==> src/hw/rtl/csk_pkg.sv <==
// Shared types and constants for the column strip keypoint finder.
// Depends on nothing; every other file refers to it by scoped names.
package csk_pkg;

    localparam int MAX_DIM_DEF = 2048;

    localparam int STEP_W  = 7;
    localparam int GAP_W   = 12;
    localparam int CFG_W   = 12;
    localparam int WHITE_W = 12;
    localparam int BLACK_W = 13;
    localparam int X_W     = 18;
    localparam int Y_W     = 18;
    localparam int HH_W    = 17;

    localparam int WHITE_SAT = 4095;
    localparam int BLACK_SAT = 8191;
    localparam int X_MAX     = 262143;
    localparam int HH_MAX    = 131071;

    localparam logic [STEP_W-1:0] STEP_RESET = 7'd2;
    localparam logic [GAP_W-1:0]  GAP_RESET  = 12'd1;

    typedef enum logic [0:0] {
        CFG_SCALE_STEP = 1'b0,
        CFG_MIN_GAP    = 1'b1
    } t_cfg_idx;

    typedef struct packed {
        logic [X_W-1:0]  point_x;
        logic [Y_W-1:0]  point_y;
        logic [HH_W-1:0] half_height;
    } t_point;

endpackage

==> src/hw/rtl/csk_strip_tracker.sv <==
// Run-length state per column and the strip check for each accepted word.
// Depends on csk_pkg.
module csk_strip_tracker #(
    parameter int MAX_DIM = csk_pkg::MAX_DIM_DEF,
    localparam int COL_W  = $clog2(MAX_DIM),
    localparam int ROW_W  = $clog2(2 * MAX_DIM),
    localparam int BASE_W = ((ROW_W > csk_pkg::BLACK_W) ? ROW_W : csk_pkg::BLACK_W) + 1
) (
    input  logic                            i_clk,
    input  logic                            i_rst_n,
    input  logic                            i_accept,
    input  logic                            i_pixel_set,
    input  logic                            i_last_in_column,
    input  logic                            i_first_of_frame,
    input  logic [csk_pkg::GAP_W-1:0]       i_min_gap,
    output logic                            o_emit,
    output logic [COL_W-1:0]                o_col,
    output logic signed [BASE_W-1:0]        o_base,
    output logic [csk_pkg::WHITE_W-1:0]     o_white_len
);

    localparam logic [ROW_W-1:0] ROW_SAT = ROW_W'(2 * MAX_DIM - 1);
    localparam logic [COL_W-1:0] COL_LAST = COL_W'(MAX_DIM - 1);

    logic [COL_W-1:0]               r_col, n_col;
    logic [ROW_W-1:0]               r_row, n_row;
    logic [csk_pkg::BLACK_W-1:0]    r_bp, n_bp, r_br, n_br;
    logic [csk_pkg::WHITE_W-1:0]    r_wp, n_wp, r_wr, n_wr;
    logic                           r_open, n_open;

    logic [COL_W-1:0]               e_col;
    logic [ROW_W-1:0]               e_row;
    logic [csk_pkg::BLACK_W-1:0]    e_bp, e_br, mg;
    logic [csk_pkg::WHITE_W-1:0]    e_wp, e_wr;
    logic [csk_pkg::BLACK_W:0]      end_sum;
    logic [csk_pkg::BLACK_W-1:0]    end_black;
    logic                           chk_a, chk_b;
    logic signed [BASE_W-1:0]       base_a, base_b;

    always_comb begin
        mg = csk_pkg::BLACK_W'(i_min_gap);
        e_col = i_first_of_frame ? '0 : r_col;
        if (r_open && !i_first_of_frame) begin
            e_row = r_row;
            e_bp  = r_bp;
            e_br  = r_br;
            e_wp  = r_wp;
            e_wr  = r_wr;
        end else begin
            e_row = '0;
            e_bp  = '0;
            e_br  = mg;
            e_wp  = '0;
            e_wr  = '0;
        end

        n_row = e_row;
        n_bp  = e_bp;
        n_br  = e_br;
        n_wp  = e_wp;
        n_wr  = e_wr;
        chk_a = 1'b0;
        base_a = $signed(BASE_W'(e_row)) - $signed(BASE_W'(e_br));

        if (i_pixel_set) begin
            if (e_wr == '0) begin
                chk_a = (e_bp >= mg) && (e_br >= mg) && (e_wp != '0);
                n_bp  = e_br;
                n_br  = '0;
            end
            if (e_wr < csk_pkg::WHITE_W'(csk_pkg::WHITE_SAT)) n_wr = e_wr + 1'b1;
        end else begin
            if (e_br == '0) begin
                n_wp = e_wr;
                n_wr = '0;
            end
            if (e_br < csk_pkg::BLACK_W'(csk_pkg::BLACK_SAT)) n_br = e_br + 1'b1;
        end
        if (e_row < ROW_SAT) n_row = e_row + 1'b1;

        // Bottom of column counts as a further black gap of min_gap rows.
        end_sum   = (csk_pkg::BLACK_W + 1)'(n_br) + (csk_pkg::BLACK_W + 1)'(mg);
        end_black = (end_sum > (csk_pkg::BLACK_W + 1)'(csk_pkg::BLACK_SAT))
                  ? csk_pkg::BLACK_W'(csk_pkg::BLACK_SAT)
                  : end_sum[csk_pkg::BLACK_W-1:0];
        chk_b  = (n_bp >= mg) && (end_black >= mg) && (n_wp != '0);
        base_b = $signed(BASE_W'(n_row)) - $signed(BASE_W'(n_br));

        n_col  = e_col;
        n_open = 1'b1;
        if (i_last_in_column) begin
            n_br   = end_black;
            n_col  = (e_col == COL_LAST) ? '0 : e_col + 1'b1;
            n_open = 1'b0;
        end

        // In-column check wins over the end-of-column check.
        o_emit      = chk_a || (i_last_in_column && chk_b);
        o_col       = e_col;
        o_base      = chk_a ? base_a : base_b;
        o_white_len = chk_a ? e_wp : n_wp;
    end

    always_ff @(posedge i_clk) begin
        if (!i_rst_n) begin
            r_col  <= '0;
            r_row  <= '0;
            r_bp   <= '0;
            r_br   <= '0;
            r_wp   <= '0;
            r_wr   <= '0;
            r_open <= 1'b0;
        end else if (i_accept) begin
            r_col  <= n_col;
            r_row  <= n_row;
            r_bp   <= n_bp;
            r_br   <= n_br;
            r_wp   <= n_wp;
            r_wr   <= n_wr;
            r_open <= n_open;
        end
    end

endmodule

==> src/hw/rtl/csk_point_calc.sv <==
// Scales a passing strip to full-resolution coordinates with saturation.
// Depends on csk_pkg.
module csk_point_calc #(
    parameter int MAX_DIM = csk_pkg::MAX_DIM_DEF,
    localparam int COL_W  = $clog2(MAX_DIM),
    localparam int ROW_W  = $clog2(2 * MAX_DIM),
    localparam int BASE_W = ((ROW_W > csk_pkg::BLACK_W) ? ROW_W : csk_pkg::BLACK_W) + 1
) (
    input  logic [COL_W-1:0]                i_col,
    input  logic signed [BASE_W-1:0]        i_base,
    input  logic [csk_pkg::WHITE_W-1:0]     i_white_len,
    input  logic [csk_pkg::STEP_W-1:0]      i_scale_step,
    output csk_pkg::t_point                 o_point
);

    localparam int XP_W = COL_W + csk_pkg::STEP_W + 1;
    localparam int XE_W = (XP_W > csk_pkg::X_W) ? XP_W : csk_pkg::X_W;
    localparam int HP_W = csk_pkg::WHITE_W + csk_pkg::STEP_W - 1;
    localparam int YE_W = BASE_W + csk_pkg::STEP_W + 2;

    logic [csk_pkg::STEP_W-2:0] half;
    logic [XE_W-1:0]            v_x;
    logic [HP_W-1:0]            v_hh;
    logic signed [YE_W-1:0]     v_y;

    always_comb begin
        half = i_scale_step[csk_pkg::STEP_W-1:1];
        v_x  = XE_W'(i_col) * XE_W'(i_scale_step) + XE_W'(half);
        v_hh = HP_W'(i_white_len) * HP_W'(half);
        v_y  = YE_W'(i_base) * $signed(YE_W'(i_scale_step)) - $signed(YE_W'(v_hh));

        o_point.point_x = (v_x > XE_W'(csk_pkg::X_MAX))
                        ? csk_pkg::X_W'(csk_pkg::X_MAX) : v_x[csk_pkg::X_W-1:0];
        if (v_y < 0) begin
            o_point.point_y = '0;
        end else if (v_y > $signed(YE_W'(csk_pkg::X_MAX))) begin
            o_point.point_y = csk_pkg::Y_W'(csk_pkg::X_MAX);
        end else begin
            o_point.point_y = v_y[csk_pkg::Y_W-1:0];
        end
        o_point.half_height = (v_hh > HP_W'(csk_pkg::HH_MAX))
                            ? csk_pkg::HH_W'(csk_pkg::HH_MAX) : v_hh[csk_pkg::HH_W-1:0];
    end

endmodule

==> src/hw/rtl/csk_out_skid.sv <==
// Output register with one skid entry for keypoint words.
// Depends on csk_pkg.
module csk_out_skid (
    input  logic                i_clk,
    input  logic                i_rst_n,
    input  logic                i_push,
    input  csk_pkg::t_point     i_data,
    output logic                o_room,
    output logic                o_valid,
    input  logic                i_ready,
    output csk_pkg::t_point     o_data
);

    logic               r_out_valid, r_skid_valid;
    csk_pkg::t_point    r_out, r_skid;

    assign o_room  = !r_skid_valid;
    assign o_valid = r_out_valid;
    assign o_data  = r_out;

    always_ff @(posedge i_clk) begin
        if (!i_rst_n) begin
            r_out_valid  <= 1'b0;
            r_skid_valid <= 1'b0;
        end else if (!r_out_valid || i_ready) begin
            r_out_valid  <= r_skid_valid || i_push;
            r_skid_valid <= 1'b0;
        end else if (i_push) begin
            r_skid_valid <= 1'b1;
        end
    end

    always_ff @(posedge i_clk) begin
        if (!r_out_valid || i_ready) begin
            r_out <= r_skid_valid ? r_skid : i_data;
        end else if (i_push) begin
            r_skid <= i_data;
        end
    end

endmodule

==> src/hw/rtl/column_strip_keypoint_finder.sv <==
// Top level of the column strip keypoint finder.
// Depends on csk_pkg, csk_strip_tracker, csk_point_calc and csk_out_skid.
//
// Usage:
//   Input channel (i_in_valid / o_in_ready) carries one mask pixel per word,
//   column-major, top to bottom, with last_in_column on the bottom pixel and
//   first_of_frame on the first pixel of a frame.
//   Output channel (o_out_valid / i_out_ready) carries one keypoint word:
//   column centre, strip centre and half height in full-resolution pixels.
//   A pixel yields zero or one keypoint.
//   Output path: the keypoint of the pixel that closes its strip is registered
//   into the output register, or into the skid entry while the output stalls.
//   Throughput: one pixel per cycle while o_in_ready is high; the run counters
//   update once per pixel; the check and scaling are combinational, then registered.
//   Stall: an output register plus one skid entry hold results; while the
//   skid entry is full, o_in_ready drops until the receiver takes a word.
//   Reset (i_rst_n low, synchronous): drop pending keypoints, zero the column
//   counter, close the column, load scale_step 2 and min_gap 1.
//   Configuration: write i_cfg_data to register i_cfg_idx when i_cfg_we is
//   high; index 0 scale_step (low 7 bits), index 1 min_gap. Write only idle.
module column_strip_keypoint_finder #(
    parameter int MAX_DIM = csk_pkg::MAX_DIM_DEF
) (
    input  logic                        i_clk,
    input  logic                        i_rst_n,
    input  logic                        i_cfg_we,
    input  logic [0:0]                  i_cfg_idx,
    input  logic [csk_pkg::CFG_W-1:0]   i_cfg_data,
    input  logic                        i_in_valid,
    output logic                        o_in_ready,
    input  logic                        i_pixel_set,
    input  logic                        i_last_in_column,
    input  logic                        i_first_of_frame,
    output logic                        o_out_valid,
    input  logic                        i_out_ready,
    output logic [csk_pkg::X_W-1:0]     o_point_x,
    output logic [csk_pkg::Y_W-1:0]     o_point_y,
    output logic [csk_pkg::HH_W-1:0]    o_half_height
);

    localparam int COL_W  = $clog2(MAX_DIM);
    localparam int ROW_W  = $clog2(2 * MAX_DIM);
    localparam int BASE_W = ((ROW_W > csk_pkg::BLACK_W) ? ROW_W : csk_pkg::BLACK_W) + 1;

    logic [csk_pkg::STEP_W-1:0]     r_scale_step;
    logic [csk_pkg::GAP_W-1:0]      r_min_gap;

    logic                           accept, emit, room;
    logic [COL_W-1:0]               chk_col;
    logic signed [BASE_W-1:0]       chk_base;
    logic [csk_pkg::WHITE_W-1:0]    chk_white;
    csk_pkg::t_point                point, out_point;

    // Configuration registers: plain writes, no read-back.
    always_ff @(posedge i_clk) begin
        if (!i_rst_n) begin
            r_scale_step <= csk_pkg::STEP_RESET;
            r_min_gap    <= csk_pkg::GAP_RESET;
        end else if (i_cfg_we) begin
            if (i_cfg_idx == csk_pkg::CFG_SCALE_STEP) begin
                r_scale_step <= i_cfg_data[csk_pkg::STEP_W-1:0];
            end
            if (i_cfg_idx == csk_pkg::CFG_MIN_GAP) begin
                r_min_gap <= i_cfg_data[csk_pkg::GAP_W-1:0];
            end
        end
    end

    // Take a pixel whenever the skid entry is free.
    assign o_in_ready = room;
    assign accept     = i_in_valid && room;

    csk_strip_tracker #(.MAX_DIM(MAX_DIM)) u_tracker (
        .i_clk            (i_clk),
        .i_rst_n          (i_rst_n),
        .i_accept         (accept),
        .i_pixel_set      (i_pixel_set),
        .i_last_in_column (i_last_in_column),
        .i_first_of_frame (i_first_of_frame),
        .i_min_gap        (r_min_gap),
        .o_emit           (emit),
        .o_col            (chk_col),
        .o_base           (chk_base),
        .o_white_len      (chk_white)
    );

    csk_point_calc #(.MAX_DIM(MAX_DIM)) u_calc (
        .i_col        (chk_col),
        .i_base       (chk_base),
        .i_white_len  (chk_white),
        .i_scale_step (r_scale_step),
        .o_point      (point)
    );

    // Push only words that carry a keypoint.
    csk_out_skid u_skid (
        .i_clk   (i_clk),
        .i_rst_n (i_rst_n),
        .i_push  (accept && emit),
        .i_data  (point),
        .o_room  (room),
        .o_valid (o_out_valid),
        .i_ready (i_out_ready),
        .o_data  (out_point)
    );

    assign o_point_x     = out_point.point_x;
    assign o_point_y     = out_point.point_y;
    assign o_half_height = out_point.half_height;

endmodule

==> config.mk <==
export PLATFORM = sky130hd
export DESIGN_NAME = column_strip_keypoint_finder
export DESIGN_NICKNAME = d
export VERILOG_FILES = /design/src/hw/rtl/csk_pkg.sv /design/src/hw/rtl/csk_strip_tracker.sv /design/src/hw/rtl/csk_point_calc.sv /design/src/hw/rtl/csk_out_skid.sv /design/src/hw/rtl/column_strip_keypoint_finder.sv
export SDC_FILE = /design/constraint.sdc
export NUM_CORES = 1
export LEC_CHECK = 0
export BUFFER_PORTS_ARGS = -buffer_cell sky130_fd_sc_hd__buf_2
export CAP_MARGIN = 5
export CORE_UTILIZATION = 55
export DETAILED_ROUTE_END_ITERATION = 12
export PLACE_DENSITY = 0.75
export SKIP_CTS_REPAIR_TIMING = 1
export SYNTH_ARGS = -nofsm -noshare
export SYNTH_HDL_FRONTEND = slang
export SYNTH_SLANG_ARGS = --single-unit
==> constraint.sdc <==
create_clock -name i_clk -period 10.7 [get_ports i_clk]
set_input_delay 1.07 -clock i_clk [delete_from_list [all_inputs] [get_ports i_clk]]
set_output_delay 1.07 -clock i_clk [all_outputs]
set_load 0.005 [all_outputs]
==> results.md <==
* Total Power at 3.86 mW
* Most frequent cells in the layout: 336 x inv_1, 326 x nand2_1, 213 x ha_1, 186 x fa_1, 170 x a21oi_1
* Vias at roughly 18000
* Hold Violations, Final at 0
* Distinct cells, synth at 80
* Top-Level Pins at 76
* Number of port buffers at 75
* Tmin final at 10250 ps
* Crit path buf inv count at 6
* Gp weighted congestion at 0.946
* Core Util, Final at 0.610
* CP Max Fanout at 15
* Fill cell count at 3345
* Compound-gate portion of the synthesized area at 0.136
* Core Rows at between 70 and 80
* Initial DRC count at about 1300
* Crit path from: i_first_of_frame
* Vias in the first global route at around 18000
* Critical path arrival at around 11000 ps
* Crit path depth at 36
* Most common cell on crit path: fa_1
* Simple-gate share of the synthesized area at 0.194
* Hold crit path type: register to register
* Drt wl/cell at around 18 um
* Worst R2R Path Depth at 35
* Largest family of logic cells by synthesized area: adder cells
* Post-Route WL at ~56000 um
* Crit path capture: u_skid.o_data[18]
* Leading cell type in the layout, fill and taps excluded: inv_1
* Cell area power density at ~160 nW/um^2
* HPWL after detailed placement at 43400 um
* WHS at approximately 450 ps
* P&R area growth vs syn at 9.07%
* Starting Density at 0.559
* Leak pwr at between 10 and 15 nW
* Ys async rst share at 0
* Residual DRC at 0
* Synth Register Bits at about 200
* Worst path slowest cell: or4b_2
* Xor/xnor share of the synthesized area at 0.0343
* Final Cycle Share at 0.958
* Syn nets at a little under 3000
* Mux share of post-synthesis cell area at 0.0288
* Layout Cells excl Fill at between 3000 and 4000
* Worst-Margin Slew at 1230 ps
* CP Capture Type: register
* EDFF count, synth at 106
* Antenna violations before repair at 0
* DP Cell Count at between 3000 and 4000
* Syn avg cell area at ~8.6 sq um
* Antenna diodes at 0
* Top FF cell, synth: edfxtp_1
* Max Transition Viols Final at 0
* RR Endpoint: u_skid.o_data[18]
* Clock Sinks at ~200
* Global-route wire length before repair at ~93000 um
* Startpoint types: primary input
* CTS tree: built
* Layout cells sized above 1 at 0.104
* DR vias/cell at ~5.8
* FF-to-FF setup slack at between 500 and 600 ps
* Setup TNS at 0 ps
* Worst skew pair latency at 560 ps
* Tot GR Track Use at 0.281
* Area share of fa/ha/maj cells after synthesis at 0.294
* Drt pass-1 iters at 6
* Final setup fails at 0
* TritonCTS buffer count at 23
* CORE AREA at between 30000 and 40000 sq um
* Max-slew headroom at 0.178
* Root Buffer: clkbuf_16
* Chip height at roughly 200 um
* CTS H-tree depth at 1
* Mapped cell area at 21700 sq um
* Setup Skew at between 20 and 30 ps
* Status: completed
* Highest clock rate at a little under 0.1 GHz
* Post-synthesis sequential area ratio at 0.234
* Maxcap violations at 0
* Worst EP required at 11070 ps
* Die width at between 200 and 250 um
* Worst-path clk slew at approximately 60 ps
* Setup CP Type: primary input to register
* GRT overflow at 0
* Die area at 40300 sq um
* FF-to-FF Start: r_min_gap[6]
* Post-route ant nets at 0
* Cells after Synth at roughly 2500
* Yosys warns at 0
* Max incr delay on CP at between 600 and 700 ps
* Pin count of the biggest net entering global routing at 84
* Largest delay share family, worst path: adder cells
* Final nets at 3009
* Maximum vdd ir drop at roughly 0.18 mV
* Maximum root-to-sink buffer count at 3
layout make-up:
cell class	instances	area, sq um	area share
clock inverter	11	91.3	0.00386
multi-input combinational	1875	15000	0.633
tap	518	648	0.0274
timing repair buffer	148	936	0.0395
sequential	201	5080	0.215
inverter	340	1280	0.0539
clock buffer	31	646	0.0273
where the power goes:
part	leakage [nW]	total (mW)	internal (mW)	switching (mW)
clock	0.361	0.780	0.447	0.333
sequential	1.93	0.961	0.942	0.0190
combinational	9.08	2.12	0.878	1.24
total	11.4	3.86	2.27	1.59
cells in the mapped netlist (43+ instances only):
cell type  count  share of area
a21oi_1      171          0.039
and2_1       114          0.033
clkbuf_1      91          0.016
dfxtp_1       95          0.088
edfxtp_1     106           0.15
fa_1         186           0.17
ha_1         213           0.12
inv_1        339          0.059
nand2_1      327          0.057
nand3_1       55          0.013
nor2_1       117          0.020
nor3_1        95          0.022
o21ai_0       99          0.023
xnor2_1       43          0.017
registers in the layout (all words and copies together), names as in the netlist:
name and flops:
r_min_gap 12, r_scale_step 7, u_skid.o_data 53, u_skid.o_valid 1, u_skid.r_skid 53, u_skid.r_skid_valid 1
u_tracker.r_bp 13, u_tracker.r_br 13, u_tracker.r_col 11, u_tracker.r_open 1, u_tracker.r_row 12, u_tracker.r_wp 12
u_tracker.r_wr 12
per-layer routing:
layer / up-vias / track usage / wire, um
li1: 8665 / - / -
met1: 8758 / 0.374 / 24700
met2: 524 / 0.480 / 26300
met3: 116 / 0.0284 / 3100
met4: 0 / 0.0930 / 1660
met5: - / 0 / 0
worst min-delay path: stages, from the launching register on:
cell and delay [ps]:
dfxtp_1 300, nand2_1 50, a21oi_1 50
kinds of logic after synthesis:
kind of cell               Yosys count
and+or+nand+nor                    865
xor gates and xnor gates            85
adders and majority gates          399
AOI/OAI and AO/OA                  469
buffers and inverters              449
DFF                                201
muxes                               57
worst min-delay path by stage:
stage | slack, ps | cells after the start | start | endpoint
2_1_floorplan | 430 | 2 | u_tracker.r_col[1] | u_tracker.r_col[1]
3_5_place_dp | 440 | 2 | u_tracker.r_bp[4] | u_tracker.r_bp[4]
3_3_place_gp | 440 | 2 | u_tracker.r_col[1] | u_tracker.r_col[1]
4_1_cts | 450 | 2 | u_tracker.r_bp[4] | u_tracker.r_bp[4]
6_report | 450 | 2 | u_tracker.r_bp[3] | u_tracker.r_bp[3]
5_1_grt | 460 | 2 | u_tracker.r_bp[7] | u_tracker.r_bp[7]
per-stage QoR:
step                setup WS [ps]  instance area, sq um
floorplan                    60.4                 21700
global placement             75.9                 22900
detailed placement           -283                 22900
CTS                           225                 23600
global route                -21.9                 23700
finish                        454                 23700
No activity file was read; power rests on OpenSTA's default activity.
